--- src/sv/hhp_pkg.sv ---
// Shared types and constants for the core hotplug hysteresis policy.
`default_nettype none

package hhp_pkg;

    localparam int FREQ_W  = 22;
    localparam int TIME_W  = 48;
    localparam int DELAY_W = 32;
    localparam int CNT_W   = 8;
    localparam int IDX_W   = 3;
    localparam int CFG_W   = 32;

    localparam logic [CNT_W-1:0] CNT_MAX = '1;

    typedef enum logic [1:0] {
        ACT_NONE = 2'd0,
        ACT_SET  = 2'd1,
        ACT_DOWN = 2'd2,
        ACT_UP   = 2'd3
    } t_action;

    typedef enum logic [0:0] {
        CMD_FREQ_REQ = 1'b0,
        CMD_HP_DONE  = 1'b1
    } t_cmd;

    typedef enum logic [IDX_W-1:0] {
        REG_UP_TASK_THR   = 3'd0,
        REG_DOWN_TASK_THR = 3'd1,
        REG_UP_CNT_THR    = 3'd2,
        REG_DOWN_CNT_THR  = 3'd3,
        REG_MIN_AFTER_UP  = 3'd4,
        REG_MIN_AFTER_DN  = 3'd5,
        REG_POLICY_EN     = 3'd6,
        REG_FREQ_THR      = 3'd7
    } t_reg_idx;

    typedef struct packed {
        logic [CNT_W-1:0]   up_task_thr;
        logic [CNT_W-1:0]   down_task_thr;
        logic [CNT_W-1:0]   up_cnt_thr;
        logic [CNT_W-1:0]   down_cnt_thr;
        logic [DELAY_W-1:0] min_after_up;
        logic [DELAY_W-1:0] min_after_down;
        logic               policy_en;
        logic [FREQ_W-1:0]  freq_thr;
    } t_cfg;

    typedef struct packed {
        t_cmd              cmd;
        logic              cluster_is_big;
        logic              performance_mode;
        logic [FREQ_W-1:0] goal_freq;
        logic [FREQ_W-1:0] cur_freq;
        logic [FREQ_W-1:0] cap_freq;
        logic [CNT_W-1:0]  runnable_count;
        logic              boost;
        logic [TIME_W-1:0] now_us;
        logic              done_offline;
    } t_item;

    typedef struct packed {
        t_action           action;
        logic [FREQ_W-1:0] new_freq;
        logic [FREQ_W-1:0] old_freq;
        logic              cores_offline;
    } t_result;

    localparam logic [CNT_W-1:0]   RST_UP_TASK_THR   = 8'd3;
    localparam logic [CNT_W-1:0]   RST_DOWN_TASK_THR = 8'd3;
    localparam logic [CNT_W-1:0]   RST_UP_CNT_THR    = 8'd1;
    localparam logic [CNT_W-1:0]   RST_DOWN_CNT_THR  = 8'd6;
    localparam logic [DELAY_W-1:0] RST_MIN_AFTER_UP  = 32'd120000;
    localparam logic [DELAY_W-1:0] RST_MIN_AFTER_DN  = 32'd20000;
    localparam logic               RST_POLICY_EN     = 1'b0;
    localparam logic [FREQ_W-1:0]  RST_FREQ_THR      = 22'd2112000;

endpackage

`default_nettype wire

--- src/sv/hhp_cfg.sv ---
// Configuration register file for the hotplug policy.
`default_nettype none

module hhp_cfg (
    input  wire logic                        i_clk,
    input  wire logic                        i_rst_n,
    input  wire logic                        i_we,
    input  wire logic [hhp_pkg::IDX_W-1:0]   i_idx,
    input  wire logic [hhp_pkg::CFG_W-1:0]   i_data,
    output hhp_pkg::t_cfg                    o_cfg
);

    hhp_pkg::t_cfg r_cfg;

    always_ff @(posedge i_clk) begin
        if (!i_rst_n) begin
            r_cfg.up_task_thr    <= hhp_pkg::RST_UP_TASK_THR;
            r_cfg.down_task_thr  <= hhp_pkg::RST_DOWN_TASK_THR;
            r_cfg.up_cnt_thr     <= hhp_pkg::RST_UP_CNT_THR;
            r_cfg.down_cnt_thr   <= hhp_pkg::RST_DOWN_CNT_THR;
            r_cfg.min_after_up   <= hhp_pkg::RST_MIN_AFTER_UP;
            r_cfg.min_after_down <= hhp_pkg::RST_MIN_AFTER_DN;
            r_cfg.policy_en      <= hhp_pkg::RST_POLICY_EN;
            r_cfg.freq_thr       <= hhp_pkg::RST_FREQ_THR;
        end else if (i_we) begin
            unique case (hhp_pkg::t_reg_idx'(i_idx))
                hhp_pkg::REG_UP_TASK_THR:   r_cfg.up_task_thr    <= i_data[hhp_pkg::CNT_W-1:0];
                hhp_pkg::REG_DOWN_TASK_THR: r_cfg.down_task_thr  <= i_data[hhp_pkg::CNT_W-1:0];
                hhp_pkg::REG_UP_CNT_THR:    r_cfg.up_cnt_thr     <= i_data[hhp_pkg::CNT_W-1:0];
                hhp_pkg::REG_DOWN_CNT_THR:  r_cfg.down_cnt_thr   <= i_data[hhp_pkg::CNT_W-1:0];
                hhp_pkg::REG_MIN_AFTER_UP:  r_cfg.min_after_up   <= i_data[hhp_pkg::DELAY_W-1:0];
                hhp_pkg::REG_MIN_AFTER_DN:  r_cfg.min_after_down <= i_data[hhp_pkg::DELAY_W-1:0];
                hhp_pkg::REG_POLICY_EN:     r_cfg.policy_en      <= i_data[0];
                hhp_pkg::REG_FREQ_THR:      r_cfg.freq_thr       <= i_data[hhp_pkg::FREQ_W-1:0];
                default: ;
            endcase
        end
    end

    assign o_cfg = r_cfg;

endmodule

`default_nettype wire

--- src/sv/hhp_policy.sv ---
// Policy state registers and the per-word decision logic.
`default_nettype none

module hhp_policy (
    input  wire logic     i_clk,
    input  wire logic     i_rst_n,
    input  wire logic     i_fire,
    input  wire hhp_pkg::t_item i_item,
    input  wire hhp_pkg::t_cfg  i_cfg,
    output hhp_pkg::t_result o_res
);

    logic                        r_offline, n_offline;
    logic                        r_busy, n_busy;
    logic [hhp_pkg::CNT_W-1:0]   r_up_cnt, n_up_cnt;
    logic [hhp_pkg::CNT_W-1:0]   r_dn_cnt, n_dn_cnt;
    logic [hhp_pkg::TIME_W-1:0]  r_up_stamp, n_up_stamp;
    logic [hhp_pkg::TIME_W-1:0]  r_dn_stamp, n_dn_stamp;

    logic [hhp_pkg::TIME_W-1:0]  stamp_sel;
    logic [hhp_pkg::DELAY_W-1:0] delay_sel;
    logic [hhp_pkg::TIME_W:0]    elapsed;
    logic                        waiting;
    logic [hhp_pkg::CNT_W-1:0]   up_bumped, dn_bumped;
    logic                        do_set, clamp;
    logic [hhp_pkg::FREQ_W-1:0]  pick_freq;
    hhp_pkg::t_result            res;

    // Up path only runs offline (dwell after down), down path only online.
    assign stamp_sel = r_offline ? r_dn_stamp : r_up_stamp;
    assign delay_sel = r_offline ? i_cfg.min_after_down : i_cfg.min_after_up;
    assign elapsed   = {1'b0, i_item.now_us} - {1'b0, stamp_sel};
    assign waiting   = elapsed[hhp_pkg::TIME_W] ||
                       (elapsed[hhp_pkg::TIME_W-1:0] <
                        {{(hhp_pkg::TIME_W-hhp_pkg::DELAY_W){1'b0}}, delay_sel});

    assign up_bumped = (r_up_cnt == hhp_pkg::CNT_MAX) ? r_up_cnt : r_up_cnt + 1'b1;
    assign dn_bumped = (r_dn_cnt == hhp_pkg::CNT_MAX) ? r_dn_cnt : r_dn_cnt + 1'b1;

    always_comb begin
        n_offline  = r_offline;
        n_busy     = r_busy;
        n_up_cnt   = r_up_cnt;
        n_dn_cnt   = r_dn_cnt;
        n_up_stamp = r_up_stamp;
        n_dn_stamp = r_dn_stamp;
        do_set     = 1'b0;
        clamp      = 1'b0;
        res.action   = hhp_pkg::ACT_NONE;
        res.new_freq = '0;
        res.old_freq = '0;

        priority if (i_item.cmd == hhp_pkg::CMD_HP_DONE) begin
            n_busy    = 1'b0;
            n_offline = i_item.done_offline;
            if (i_item.done_offline) begin
                n_dn_stamp = i_item.now_us;
            end else begin
                n_up_stamp = i_item.now_us;
            end
        end else if (!i_item.cluster_is_big || !i_cfg.policy_en) begin
            do_set = 1'b1;
        end else if (i_item.performance_mode) begin
            do_set = 1'b1;
            clamp  = 1'b1;
        end else if (r_busy) begin
            // hotplug in flight: hold everything
        end else if ((i_item.runnable_count > i_cfg.up_task_thr) || i_item.boost) begin
            if (!r_offline) begin
                n_up_cnt = '0;
                n_dn_cnt = '0;
                do_set   = 1'b1;
                clamp    = 1'b1;
            end else begin
                n_up_cnt = up_bumped;
                if ((up_bumped < i_cfg.up_cnt_thr) || waiting) begin
                    do_set = 1'b1;
                end else begin
                    n_up_cnt     = '0;
                    n_dn_cnt     = '0;
                    res.action   = hhp_pkg::ACT_UP;
                    res.new_freq = i_cfg.freq_thr;
                    res.old_freq = i_item.cur_freq;
                    n_busy       = 1'b1;
                end
            end
        end else if (i_item.runnable_count < i_cfg.down_task_thr) begin
            if (r_offline) begin
                n_up_cnt = '0;
                n_dn_cnt = '0;
                do_set   = 1'b1;
            end else begin
                n_dn_cnt = dn_bumped;
                if ((dn_bumped < i_cfg.down_cnt_thr) || waiting) begin
                    do_set = 1'b1;
                    clamp  = 1'b1;
                end else begin
                    n_up_cnt     = '0;
                    n_dn_cnt     = '0;
                    res.action   = hhp_pkg::ACT_DOWN;
                    res.new_freq = i_item.cap_freq;
                    res.old_freq = i_item.cur_freq;
                    n_busy       = 1'b1;
                end
            end
        end else begin
            n_up_cnt = '0;
            n_dn_cnt = '0;
            do_set   = 1'b1;
            clamp    = !r_offline;
        end

        pick_freq = (clamp && (i_item.goal_freq > i_cfg.freq_thr)) ?
                    i_cfg.freq_thr : i_item.goal_freq;
        // drop a set that would not change the frequency
        if (do_set && (pick_freq != i_item.cur_freq)) begin
            res.action   = hhp_pkg::ACT_SET;
            res.new_freq = pick_freq;
            res.old_freq = i_item.cur_freq;
        end
        res.cores_offline = n_offline;
    end

    always_ff @(posedge i_clk) begin
        if (!i_rst_n) begin
            r_offline  <= 1'b0;
            r_busy     <= 1'b0;
            r_up_cnt   <= '0;
            r_dn_cnt   <= '0;
            r_up_stamp <= '0;
            r_dn_stamp <= '0;
        end else if (i_fire) begin
            r_offline  <= n_offline;
            r_busy     <= n_busy;
            r_up_cnt   <= n_up_cnt;
            r_dn_cnt   <= n_dn_cnt;
            r_up_stamp <= n_up_stamp;
            r_dn_stamp <= n_dn_stamp;
        end
    end

    assign o_res = res;

endmodule

`default_nettype wire

--- src/sv/core_hotplug_hysteresis_policy.sv ---
// Top level: input register, policy decision, result register, config port.
// Each word is decided in the input register; its result is then held in the result register.
// Throughput: one word per cycle unless stalled; input and result registers part the channels.
// The decision for each word is one pass of compares and a 49-bit subtract on the input register.
// Reset (synchronous, active low) empties both registers, clears the policy state and
// loads the configuration defaults.
`default_nettype none

module core_hotplug_hysteresis_policy (
    input  wire logic                              i_clk,
    input  wire logic                              i_rst_n,
    input  wire logic                              i_valid,
    output logic                                   o_stall,
    input  wire logic                              i_cmd,
    input  wire logic                              i_cluster_is_big,
    input  wire logic                              i_performance_mode,
    input  wire logic [hhp_pkg::FREQ_W-1:0]        i_goal_freq,
    input  wire logic [hhp_pkg::FREQ_W-1:0]        i_cur_freq,
    input  wire logic [hhp_pkg::FREQ_W-1:0]        i_cap_freq,
    input  wire logic [hhp_pkg::CNT_W-1:0]         i_runnable_count,
    input  wire logic                              i_boost,
    input  wire logic [hhp_pkg::TIME_W-1:0]        i_now_us,
    input  wire logic                              i_done_offline,
    output logic                                   o_valid,
    input  wire logic                              i_stall,
    output logic [1:0]                             o_action,
    output logic [hhp_pkg::FREQ_W-1:0]             o_new_freq,
    output logic [hhp_pkg::FREQ_W-1:0]             o_old_freq,
    output logic                                   o_cores_offline,
    input  wire logic                              i_cfg_we,
    input  wire logic [hhp_pkg::IDX_W-1:0]         i_cfg_idx,
    input  wire logic [hhp_pkg::CFG_W-1:0]         i_cfg_data
);

    hhp_pkg::t_cfg    cfg;
    hhp_pkg::t_item   r_in;
    logic             r_in_valid;
    hhp_pkg::t_result r_out, res;
    logic             r_out_valid;
    logic             out_free, fire, in_take;

    assign out_free = !r_out_valid || !i_stall;
    assign fire     = r_in_valid && out_free;
    assign o_stall  = r_in_valid && !out_free;
    assign in_take  = i_valid && !o_stall;

    hhp_cfg u_cfg (
        .i_clk   (i_clk),
        .i_rst_n (i_rst_n),
        .i_we    (i_cfg_we),
        .i_idx   (i_cfg_idx),
        .i_data  (i_cfg_data),
        .o_cfg   (cfg)
    );

    hhp_policy u_policy (
        .i_clk   (i_clk),
        .i_rst_n (i_rst_n),
        .i_fire  (fire),
        .i_item  (r_in),
        .i_cfg   (cfg),
        .o_res   (res)
    );

    always_ff @(posedge i_clk) begin
        if (!i_rst_n) begin
            r_in_valid <= 1'b0;
        end else if (!o_stall) begin
            r_in_valid <= i_valid;
        end
    end

    always_ff @(posedge i_clk) begin
        if (in_take) begin
            r_in.cmd              <= hhp_pkg::t_cmd'(i_cmd);
            r_in.cluster_is_big   <= i_cluster_is_big;
            r_in.performance_mode <= i_performance_mode;
            r_in.goal_freq        <= i_goal_freq;
            r_in.cur_freq         <= i_cur_freq;
            r_in.cap_freq         <= i_cap_freq;
            r_in.runnable_count   <= i_runnable_count;
            r_in.boost            <= i_boost;
            r_in.now_us           <= i_now_us;
            r_in.done_offline     <= i_done_offline;
        end
    end

    always_ff @(posedge i_clk) begin
        if (!i_rst_n) begin
            r_out_valid <= 1'b0;
        end else if (out_free) begin
            r_out_valid <= r_in_valid;
        end
    end

    always_ff @(posedge i_clk) begin
        if (fire) begin
            r_out <= res;
        end
    end

    assign o_valid         = r_out_valid;
    assign o_action        = r_out.action;
    assign o_new_freq      = r_out.new_freq;
    assign o_old_freq      = r_out.old_freq;
    assign o_cores_offline = r_out.cores_offline;

    a_none_zero: assert property (@(posedge i_clk) disable iff (!i_rst_n)
        (o_valid && (o_action == hhp_pkg::ACT_NONE)) |-> (o_new_freq == '0 && o_old_freq == '0))
        else $error("none result carries a frequency");

    a_set_changes: assert property (@(posedge i_clk) disable iff (!i_rst_n)
        (o_valid && (o_action == hhp_pkg::ACT_SET)) |-> (o_new_freq != o_old_freq))
        else $error("set result does not change the frequency");

    a_up_offline: assert property (@(posedge i_clk) disable iff (!i_rst_n)
        (o_valid && (o_action == hhp_pkg::ACT_UP)) |-> o_cores_offline)
        else $error("cores up requested while online");

    a_down_online: assert property (@(posedge i_clk) disable iff (!i_rst_n)
        (o_valid && (o_action == hhp_pkg::ACT_DOWN)) |-> !o_cores_offline)
        else $error("cores down requested while offline");

    a_stall_needs_word: assert property (@(posedge i_clk) disable iff (!i_rst_n)
        o_stall |-> (r_in_valid && r_out_valid && i_stall))
        else $error("input stalled with room in the pipeline");

endmodule

`default_nettype wire
--- config.mk ---
export PLATFORM = sky130hd
export DESIGN_NAME = core_hotplug_hysteresis_policy
export DESIGN_NICKNAME = d
export VERILOG_FILES = /design/src/sv/hhp_pkg.sv /design/src/sv/hhp_cfg.sv /design/src/sv/hhp_policy.sv /design/src/sv/core_hotplug_hysteresis_policy.sv
export SDC_FILE = /design/constraint.sdc
export NUM_CORES = 1
export LEC_CHECK = 0
export ABC_CLOCK_PERIOD_IN_PS = 7810
export BUFFER_PORTS_ARGS = -buffer_cell sky130_fd_sc_hd__buf_2
export CAP_MARGIN = 40
export CORE_AREA = 2 2 210 212
export CTS_CLUSTER_SIZE = 8
export DETAILED_ROUTE_END_ITERATION = 6
export DIE_AREA = 0 0 212 214
export PLACE_DENSITY = 0.8
export SLEW_MARGIN = 20
export SYNTH_ARGS = -nofsm -noshare
export SYNTH_HDL_FRONTEND = slang
export SYNTH_SLANG_ARGS = --single-unit
export TNS_END_PERCENT = 10
--- constraint.sdc ---
create_clock -name i_clk -period 7.81 [get_ports i_clk]
set_input_delay 1.562 -clock i_clk [delete_from_list [all_inputs] [get_ports i_clk]]
set_output_delay 1.562 -clock i_clk [all_outputs]
set_load 0.01 [all_outputs]
* Word level (Yosys, flattened, before mapping)
Cells that the tools add are included.
** Cells by class
- Equal/unequal tests :: 14
- Mux-type cells :: 57
- Add/sub/neg operators :: 3
- Order comparisons :: 6
- Reduce and logical (&&, ||, !) cells :: 33
- Bitwise logic cells :: 5
** Operator list (number)
- 46-bit 2-to-1 mux :: 6
- 45-bit 2-to-1 mux :: 4
- 8-bit 2-to-1 mux :: 14
- 48-bit by 48-bit subtractor with 49-bit output :: 1
- 48-bit by 32-bit < comparator with 1-bit output :: 1
- 48-bit 2-to-1 mux :: 1
- 44-bit 2-to-1 mux :: 1
- 32-bit 2-to-1 mux :: 1
- 1-bit 2-to-1 mux :: 29
- 8-bit < comparator :: 3
- 22-bit > comparator :: 1
- 22-bit 2-to-1 mux :: 1
- 22-bit inequality test :: 1
- 8-bit by 1-bit adder with 8-bit output (second input constant) :: 2
- 8-bit equality test (second input constant) :: 2
- 2-bit AND reduction :: 8
- 3-bit equality test (second input constant) :: 4
- 6-bit AND reduction :: 2
- 3-bit AND reduction :: 3
- 8-bit > comparator :: 1
- 1-bit zero test :: 7
- 3-bit by 2-bit equality test with 1-bit output (second input constant) :: 2
- 1-bit logical OR :: 6
- 1-bit logical AND :: 5
- other kinds (8) :: 12
** Word-level totals
- Word-level logic and storage cells :: 149
- Bits in registers :: 409

* Longest topological paths before layout
Gate-level depths: netlist of run 1.
- Depth after elaboration :: 18
- Gate-level depth with buffers :: 31
- Depth with buffers taken out :: 25

* Modules after synthesis
Synthesis of run 1 repeated with hierarchy kept, for this count alone.
** Second synthesis, totals
- Cells, all modules :: 2178
- Area total of the unflattened synthesis :: 21620.7 um^2
** Modules (own cells, without submodules)
- hhp_policy :: times used 1, cells each 1544, area each 11710.0 um^2, sequential area each 2282.2 um^2
- core_hotplug_hysteresis_policy :: times used 1, cells each 182, area each 5308.8 um^2, sequential area each 5265.0 um^2
- hhp_cfg :: times used 1, cells each 452, area each 4601.9 um^2, sequential area each 2382.3 um^2

* Least setup slack after synthesis of run 1
OpenSTA, ideal clock, no wires.
- Path type :: input to register
- Start point :: input port i_stall
- End point :: register r_in[0] in the netlist's numbering (enable)
- Setup slack :: -0.221 ns
- Data required time :: 7.181 ns
- Data arrival time :: 7.402 ns
- Buffers on the path :: 0
- Stages on the path :: 2
- Library setup time :: 0.629 ns
- Cells stage by stage :: and3_1 > nor2b_1
** Between the ends
- Longest elaborated chain between the ends :: 6
** RTL lines
- start, declared :: line core_hotplug_hysteresis_policy.sv:25 : input wire logic i_stall,
- 1-bit zero test :: line core_hotplug_hysteresis_policy.sv:42 : assign out_free = !r_out_valid || !i_stall;
- 1-bit logical OR :: line core_hotplug_hysteresis_policy.sv:42
- 1-bit zero test :: line core_hotplug_hysteresis_policy.sv:44 : assign o_stall = r_in_valid && !out_free;
- 1-bit logical AND :: line core_hotplug_hysteresis_policy.sv:44
- 1-bit zero test
- 1-bit logical AND :: line core_hotplug_hysteresis_policy.sv:45 : assign in_take = i_valid && !o_stall;
- named net in_take :: line core_hotplug_hysteresis_policy.sv:40 : logic out_free, fire, in_take;
- end, declared :: line core_hotplug_hysteresis_policy.sv:36 : hhp_pkg::t_item r_in;
The timed path passes the listed nets, and every way through them passes these cells.
A chain may end at the register's enable or synchronous reset.

==> key figures, run 1 <==
Route
  – Routed wire per std cell: 19.93 um
  – Via density: 5.808
  – Antenna Nets Post-Route: 0
  – M1 WL: 25.81 mm
  – 1st-pass router iterations: 6
  – Violation count after the first detailed-route iteration: 1867
  – DRT Wirelength: 61.68 mm
  – Top routing layer in use: met5
  – # DRC: 0
  – Via count: 17980
  – Metal2 WL: 28.60 mm
  – WL met3: 5.107 mm

Synthesis
  – Most used DFF post-synth: dfxtp_1
  – Number of flops mapped to enable cells by yosys: 174
  – Yosys reg bits: 409
  – Top cells by area, synth: edfxtp_1 (24%), dfxtp_1 (22%), nand2_1 (8.6%)
  – Post-synthesis cell type count: 68
  – Register area share after synthesis: 46.47%
  – Synth warnings: 0
  – Yosys top cell by area: edfxtp_1
  – Asr flop ratio synth: 0%
  – Most common cell in the synthesized netlist: nand2_1
  – Post-synth top cells: nand2_1 (488), dfxtp_1 (235), a21boi_0 (201)
  – Syn Nets: 2574
  – Cell count after synthesis: 2274
  – Average instance area after synthesis: 9.396 sq um
  – Area of the mapped netlist: 0.02137 sq mm
  – Top cell type's share of synthesized area: 24.46%

Global routing
  – Largest net degree at the start of global routing: 104
  – Total track usage: 27.18%
  – Wire length of the first global-routing pass: 97.95 mm
  – Antenna violations before repair: 4
  – Vias in the first global route: 17880
  – Gr ovfl total: 0

Pwr
  – Peak VDD IR: 0.0001866 V
  – Pleak: 9.126 nW
  – Cell Pwr Density: 212.5 mW/mm^2

Final layout
  – Layout Area Growth over Synthesis: 16.19%
  – Layout net count: 2769
  – FILL cells: 3635
  – Share of cells above drive strength 1: 13.52%
  – Post-route cell area: 0.02483 sq mm

Worst setup path
  – CP arrival: 7.54 ns
  – CP Launch Type: flop
  – Critical path class: reg2reg
  – CP max-delay cell: dfxtp_4
  – Cell mode on critical path: buf_4
  – Setup slack, reg-to-reg: 0.60 ns
  – CP max FO: 30
  – Crit end category: flop
  – Worst-case reg-to-reg path depth: 28
  – Critical path data required time: 8.14 ns
  – Worst path max stage delay: 0.51 ns

Floorplan
  – Die Ht: 214 um
  – Die X: 212 um
  – # rows: 76
  – Core Area: 0.04289 sq mm
  – Initial Utilization: 49.82%
  – Die ar.: 0.04537 sq mm
  – IO Pins: 216

STA
  – Worst-Margin Slew: 0.8180 ns
  – Hold Fails Final Rpt: 0
  – Fin. max-slew vios: 0
  – Slew headroom: 45.47%
  – RSZ-0062 raised after global routing: no
  – Clock skew: 0.06040 ns
  – Final Hold Slack: 0.4610 ns
  – Final Cycle Share: 92.29%
  – Fmax achieved: 0.1387 GHz
  – Setup_tns: 0 ns
  – Tmin final: 7.208 ns
  – Final setup violating endpoints: 0

Clock network
  – Inserted Clock Buffers: 57
  – Clock latency at the later pin of the worst-skew pair: 0.65 ns
  – CTS tree: built
  – CTS sink count: 409
  – Post-cts hold buffer count: 0
  – Maximum clock insertion buffer count: 3
  – CTS H-Tree Depth: 2
  – Clock Pin Slew Worst Setup and Hold Paths: 0.05 ns
  – Clk root buf: clkbuf_16

Outcome
  – Outcome: finished, final reports clean

Placed design
  – DP Area: 0.02309 sq mm
  – HPWL after detailed placement: 45.05 mm
  – Number of port buffers: 215
  – Final Wtd Congestion: 0.9304

Hold path
  – Hold Path Class: reg2reg
  – Hold depth: 2

Job
  – Max Cap Viol: 0
flip-flops by register name, summed over array words and instances, names as in the netlist:
register / flops
u_policy.r_busy: 1
u_policy.r_dn_stamp: 48
u_policy.r_dn_cnt: 8
u_cfg.o_cfg: 119
u_policy.r_offline: 1
o_valid: 1
r_in: 127
o_action: 2
o_old_freq: 22
o_cores_offline: 1
o_new_freq: 22
u_policy.r_up_stamp: 48
r_in_valid: 1
u_policy.r_up_cnt: 8
cell families (layout without fill, tap and decap cells):
kind of cell,after synthesis,in the layout,synth area share [%]
adders and majority gates,133,133,7.824
DFF,409,409,46.47
muxes,98,98,4.620
xor gates and xnor gates,72,72,2.951
buffers and inverters,198,431,3.520
and+or+nand+nor,765,765,15.55
other,0,3,0
AOI/OAI and AO/OA,599,599,19.06
power by group:
| part | switching [mW] | internal [mW] | total, mW |
|---|---|---|---|
| Sequential | 0.0622 | 2.32 | 2.38 |
| Clock | 0.936 | 1.36 | 2.29 |
| Combinational | 0.362 | 0.237 | 0.599 |
per-stage QoR:
stage / setup WS, ns / instances / utilization (%) / power, mW
after floorplan: 1.077 / 2274 / - / 2.786
after global placement: 0.8480 / 2984 / 53.57 / 2.988
after detailed placement: 0.5320 / 2991 / 53.84 / 3.006
after CTS: 0.4745 / 3088 / 57.71 / 5.300
after global routing: 0.07481 / 3093 / 57.87 / 5.463
final: 0.6024 / 3095 / 57.89 / 5.274
cell usage in the layout, fill, tap and decap left out, types with 10 or more instances in the layout:
| cell type | instances |
|---|---|
| nand2_1 | 488 |
| dfxtp_1 | 234 |
| buf_2 | 215 |
| a21boi_0 | 201 |
| edfxtp_1 | 174 |
| ha_1 | 132 |
| a21oi_1 | 120 |
| mux2i_1 | 93 |
| inv_1 | 84 |
| nor2_1 | 81 |
| o21ai_0 | 66 |
| clkbuf_16 | 57 |
| nand3_1 | 45 |
| xor2_1 | 36 |
| nand4_1 | 36 |
| o22ai_1 | 36 |
| xnor2_1 | 36 |
| clkbuf_1 | 36 |
| nor2b_1 | 32 |
| a22oi_1 | 30 |
| a21o_1 | 26 |
| buf_4 | 26 |
| nor3_1 | 18 |
| o211ai_1 | 15 |
| o21a_1 | 15 |
| o21bai_1 | 12 |
| nand2b_1 | 11 |
| nor4_1 | 11 |
| a21boi_1 | 10 |
cell type report:
| type | count | area, sq um | share of cell area [%] |
|---|---|---|---|
| Antenna cell | 3 | 7.507 | 0.03024 |
| Clock buffer | 93 | 1562 | 6.290 |
| Clock inverter | 4 | 98.84 | 0.3982 |
| Inverter | 84 | 315.3 | 1.270 |
| Multi-Input combinational cell | 1667 | 10740 | 43.25 |
| Sequential cell | 409 | 9933 | 40.01 |
| Tap cell | 585 | 732.0 | 2.948 |
| Timing Repair Buffer | 250 | 1440 | 5.801 |
per-layer routing:
metal | GRT usage (%) | up-vias
met4 | 10.45 | 2
li1 | - | 8509
met5 | 0 | -
met1 | 36.35 | 8636
met3 | 4.677 | 130
met2 | 43.88 | 700
critical path: cells and delay by family, from the launching register on:
family | cells | cell delay [ns]
compound gates | 14 | 2.61
simple gates | 6 | 1.52
buf+inv | 3 | 0.95
fa+ha+maj | 2 | 0.65
mux | 2 | 0.54
flops | 1 | 0.51
xor+xnor | 1 | 0.15
timing repair:
item	4_1_cts	5_1_grt
buffers inserted	0	1
resized for setup	0	1
setup endpoints to repair	0	11
worst paths after layout:
check | from | to
worst max register to register | u_policy.r_offline | o_old_freq[2]
worst min register to register | u_policy.r_up_stamp[8] | u_policy.r_up_stamp[8]
worst min-delay path | u_policy.r_up_stamp[8] | u_policy.r_up_stamp[8]
worst max-delay path | u_policy.r_offline | o_old_freq[2]
Power figures use the tool's default switching activity.
==> run 2, diff against run 1 <==
==> constraint.sdc (replaced) <==
create_clock -name i_clk -period 7.81 [get_ports i_clk]
set_input_delay 0.781 -clock i_clk [delete_from_list [all_inputs] [get_ports i_clk]]
set_output_delay 0.781 -clock i_clk [all_outputs]
set_load 0.01 [all_outputs]
==> key figures, run 2 (synthesis gave the netlist of run 1 again) <==
Pwr
  – Cell Pwr Density: 215.4 mW/mm^2
  – Reg power frac: 44.6%
  – Clock power frac: 44.2%
  – Comb power frac: 11.2%
  – Internal: 3.968 mW
  – Sw Share: 25.81%
  – P_sw: 1.380 mW
  – Pleak: 9.123 nW
  – Tot Pwr: 5.349 mW
  – Peak VDD IR: 0.0001929 V

Global routing
  – Busiest grt layer: met2
  – Total track usage: 27.26%
  – Wire length of the first global-routing pass: 97.26 mm
  – Vias in the first global route: 17690
  – Antenna violations before repair: 7
  – GR Util met2: 44.35%
  – Routing usage on met3: 5.424%
  – Largest net degree at the start of global routing: 98
  – Met1 usage: 35.63%
  – Gr ovfl total: 0

Placed design
  – Number of port buffers: 215
  – DP Area: 0.02308 sq mm
  – HPWL after detailed placement: 45.76 mm
  – Final Wtd Congestion: 0.9520
  – Pre-CTS setup slack: 0.5684 ns

Floorplan
  – Die X: 212 um
  – Die ar.: 0.04537 sq mm
  – IO Pins: 216
  – Initial Utilization: 49.82%
  – # rows: 76
  – Core Area: 0.04289 sq mm
  – Die Ht: 214 um

Route
  – Violation count after the first detailed-route iteration: 1603
  – Via count: 17860
  – Antenna Nets Post-Route: 0
  – DRT Wirelength: 62.10 mm
  – # DRC: 0
  – Via density: 5.774
  – Routed wire per std cell: 20.07 um
  – 1st-pass router iterations: 5

Hold path
  – Hold Path Class: in2reg

Worst setup path
  – CP Launch Type: flop
  – Critical path class: reg2reg
  – CP max FO: 34
  – Critical path data required time: 8.14 ns
  – Crit end category: flop
  – CP arrival: 7.52 ns

Outcome
  – Outcome: finished, final reports clean

STA
  – Worst-Margin Slew: 0.8703 ns
  – Tmin final: 7.187 ns
  – Fmax achieved: 0.1391 GHz
  – Slew headroom: 41.98%
  – Setup_tns: 0 ns
  – Final setup violating endpoints: 0
  – Setup WS post-layout: 0.6229 ns
  – Hold Fails Final Rpt: 0
  – Clock skew: 0.06504 ns
  – Final Cycle Share: 92.02%
  – RSZ-0062 raised after global routing: no
  – Fin. max-slew vios: 0

Final layout
  – Layout Area Growth over Synthesis: 16.24%
  – Post-route cell area: 0.02484 sq mm
  – Share of cells above drive strength 1: 13.53%
  – Max FFs per register: 127
  – Top reg by flops: r_in
  – Most frequent cells in the layout: nand2_1 (488), dfxtp_1 (234), buf_2 (215)
  – FILL cells: 3615
  – Layout net count: 2766
  – Most common cell after layout, fill and taps aside: nand2_1

Clock network
  – Clock Pin Slew Worst Setup and Hold Paths: 0.05 ns
  – Post-cts hold buffer count: 0
  – Clock latency at the later pin of the worst-skew pair: 0.66 ns
  – CTS sink count: 409
  – Inserted Clock Buffers: 58
  – CTS tree: built
  – Maximum clock insertion buffer count: 3
  – Clk root buf: clkbuf_16
  – CTS H-Tree Depth: 2

Job
  – Max Cap Viol: 0
==> run 2: changes by cell type in the layout (fill, tap and decap cells not counted), sizes merged <==
cell and change:
buf -3, bufinv +1, dlymetal6s2s -1, clkinv +1, inv +1
==> run 2: worst max-delay path: stages (launching register included) <==
cell,delay [ns]
dfxtp_4,0.59
buf_6,0.37
mux2i_1,0.14
ha_1,0.47
nand2_1,0.22
nor4_1,0.37
o21ai_0,0.23
nand2_1,0.25
a21oi_1,0.13
o21ai_0,0.23
xor2_1,0.10
ha_1,0.33
nand4_1,0.10
nor2_1,0.17
o221ai_1,0.19
o2111ai_1,0.15
nor3_1,0.09
o311ai_0,0.08
a2111oi_0,0.11
nand4_1,0.15
nor4_4,0.06
buf_4,0.18
o41ai_4,0.69
buf_4,0.45
o211ai_1,0.21
o31ai_4,0.26
buf_6,0.31
a21boi_0,0.17
==> run 2: final timing paths <==
kind / start / to / slack (ns) / cells after the start
worst max-delay path: u_policy.r_offline / o_old_freq[5] / 0.62 / 27
worst min-delay path: i_runnable_count[7] / r_in[57] / 0.30 / 1
worst max register to register: u_policy.r_offline / o_old_freq[5] / 0.62 / 27
worst min register to register: u_cfg.o_cfg[97] / u_cfg.o_cfg[97] / 0.46 / 2
==> run 2: routing by layer <==
layer	routed length (um)	vias to the layer above
met1	26240	8538
met5	29	-
met3	4729	136
li1	-	8488
met4	2174	6
met2	28920	696
==> run 2: power groups by stage <==
stage	logic (mW)	registers (mW)	clock network [mW]
CTS	0.592	2.38	2.40
detailed placement	0.586	2.42	0
global route	0.661	2.39	2.49
global placement	0.569	2.42	0
floorplan	0.379	2.41	0
finish	0.599	2.38	2.37
==> run 2: through the flow <==
step | std cells | utilization (%) | hold slack [ns]
2_1_floorplan | 2274 | - | 0.4343
3_3_place_gp | 2983 | 53.55 | 0.4497
3_5_place_dp | 2989 | 53.82 | 0.4552
4_1_cts | 3089 | 57.82 | 0.2736
5_1_grt | 3093 | 57.91 | 0.2799
6_report | 3094 | 57.91 | 0.2988
==> run 2: repair_timing <==
action                                  4_1_cts  5_1_grt
gates resized for setup                       0        2
buffers inserted                              0        1
endpoints found under the hold margin         0        0
endpoints found under the setup margin        0       41
==> run 2: cell type report <==
cell class,count,area (sq um),area share (%)
sequential,409,9933,40.00
clock inverter,7,136.4,0.5491
antenna,3,7.507,0.03023
multi-input combinational,1667,10730,43.21
timing repair buffer,246,1396,5.622
inverter,84,315.3,1.270
clock buffer,93,1583,6.373
tap,585,732.0,2.947
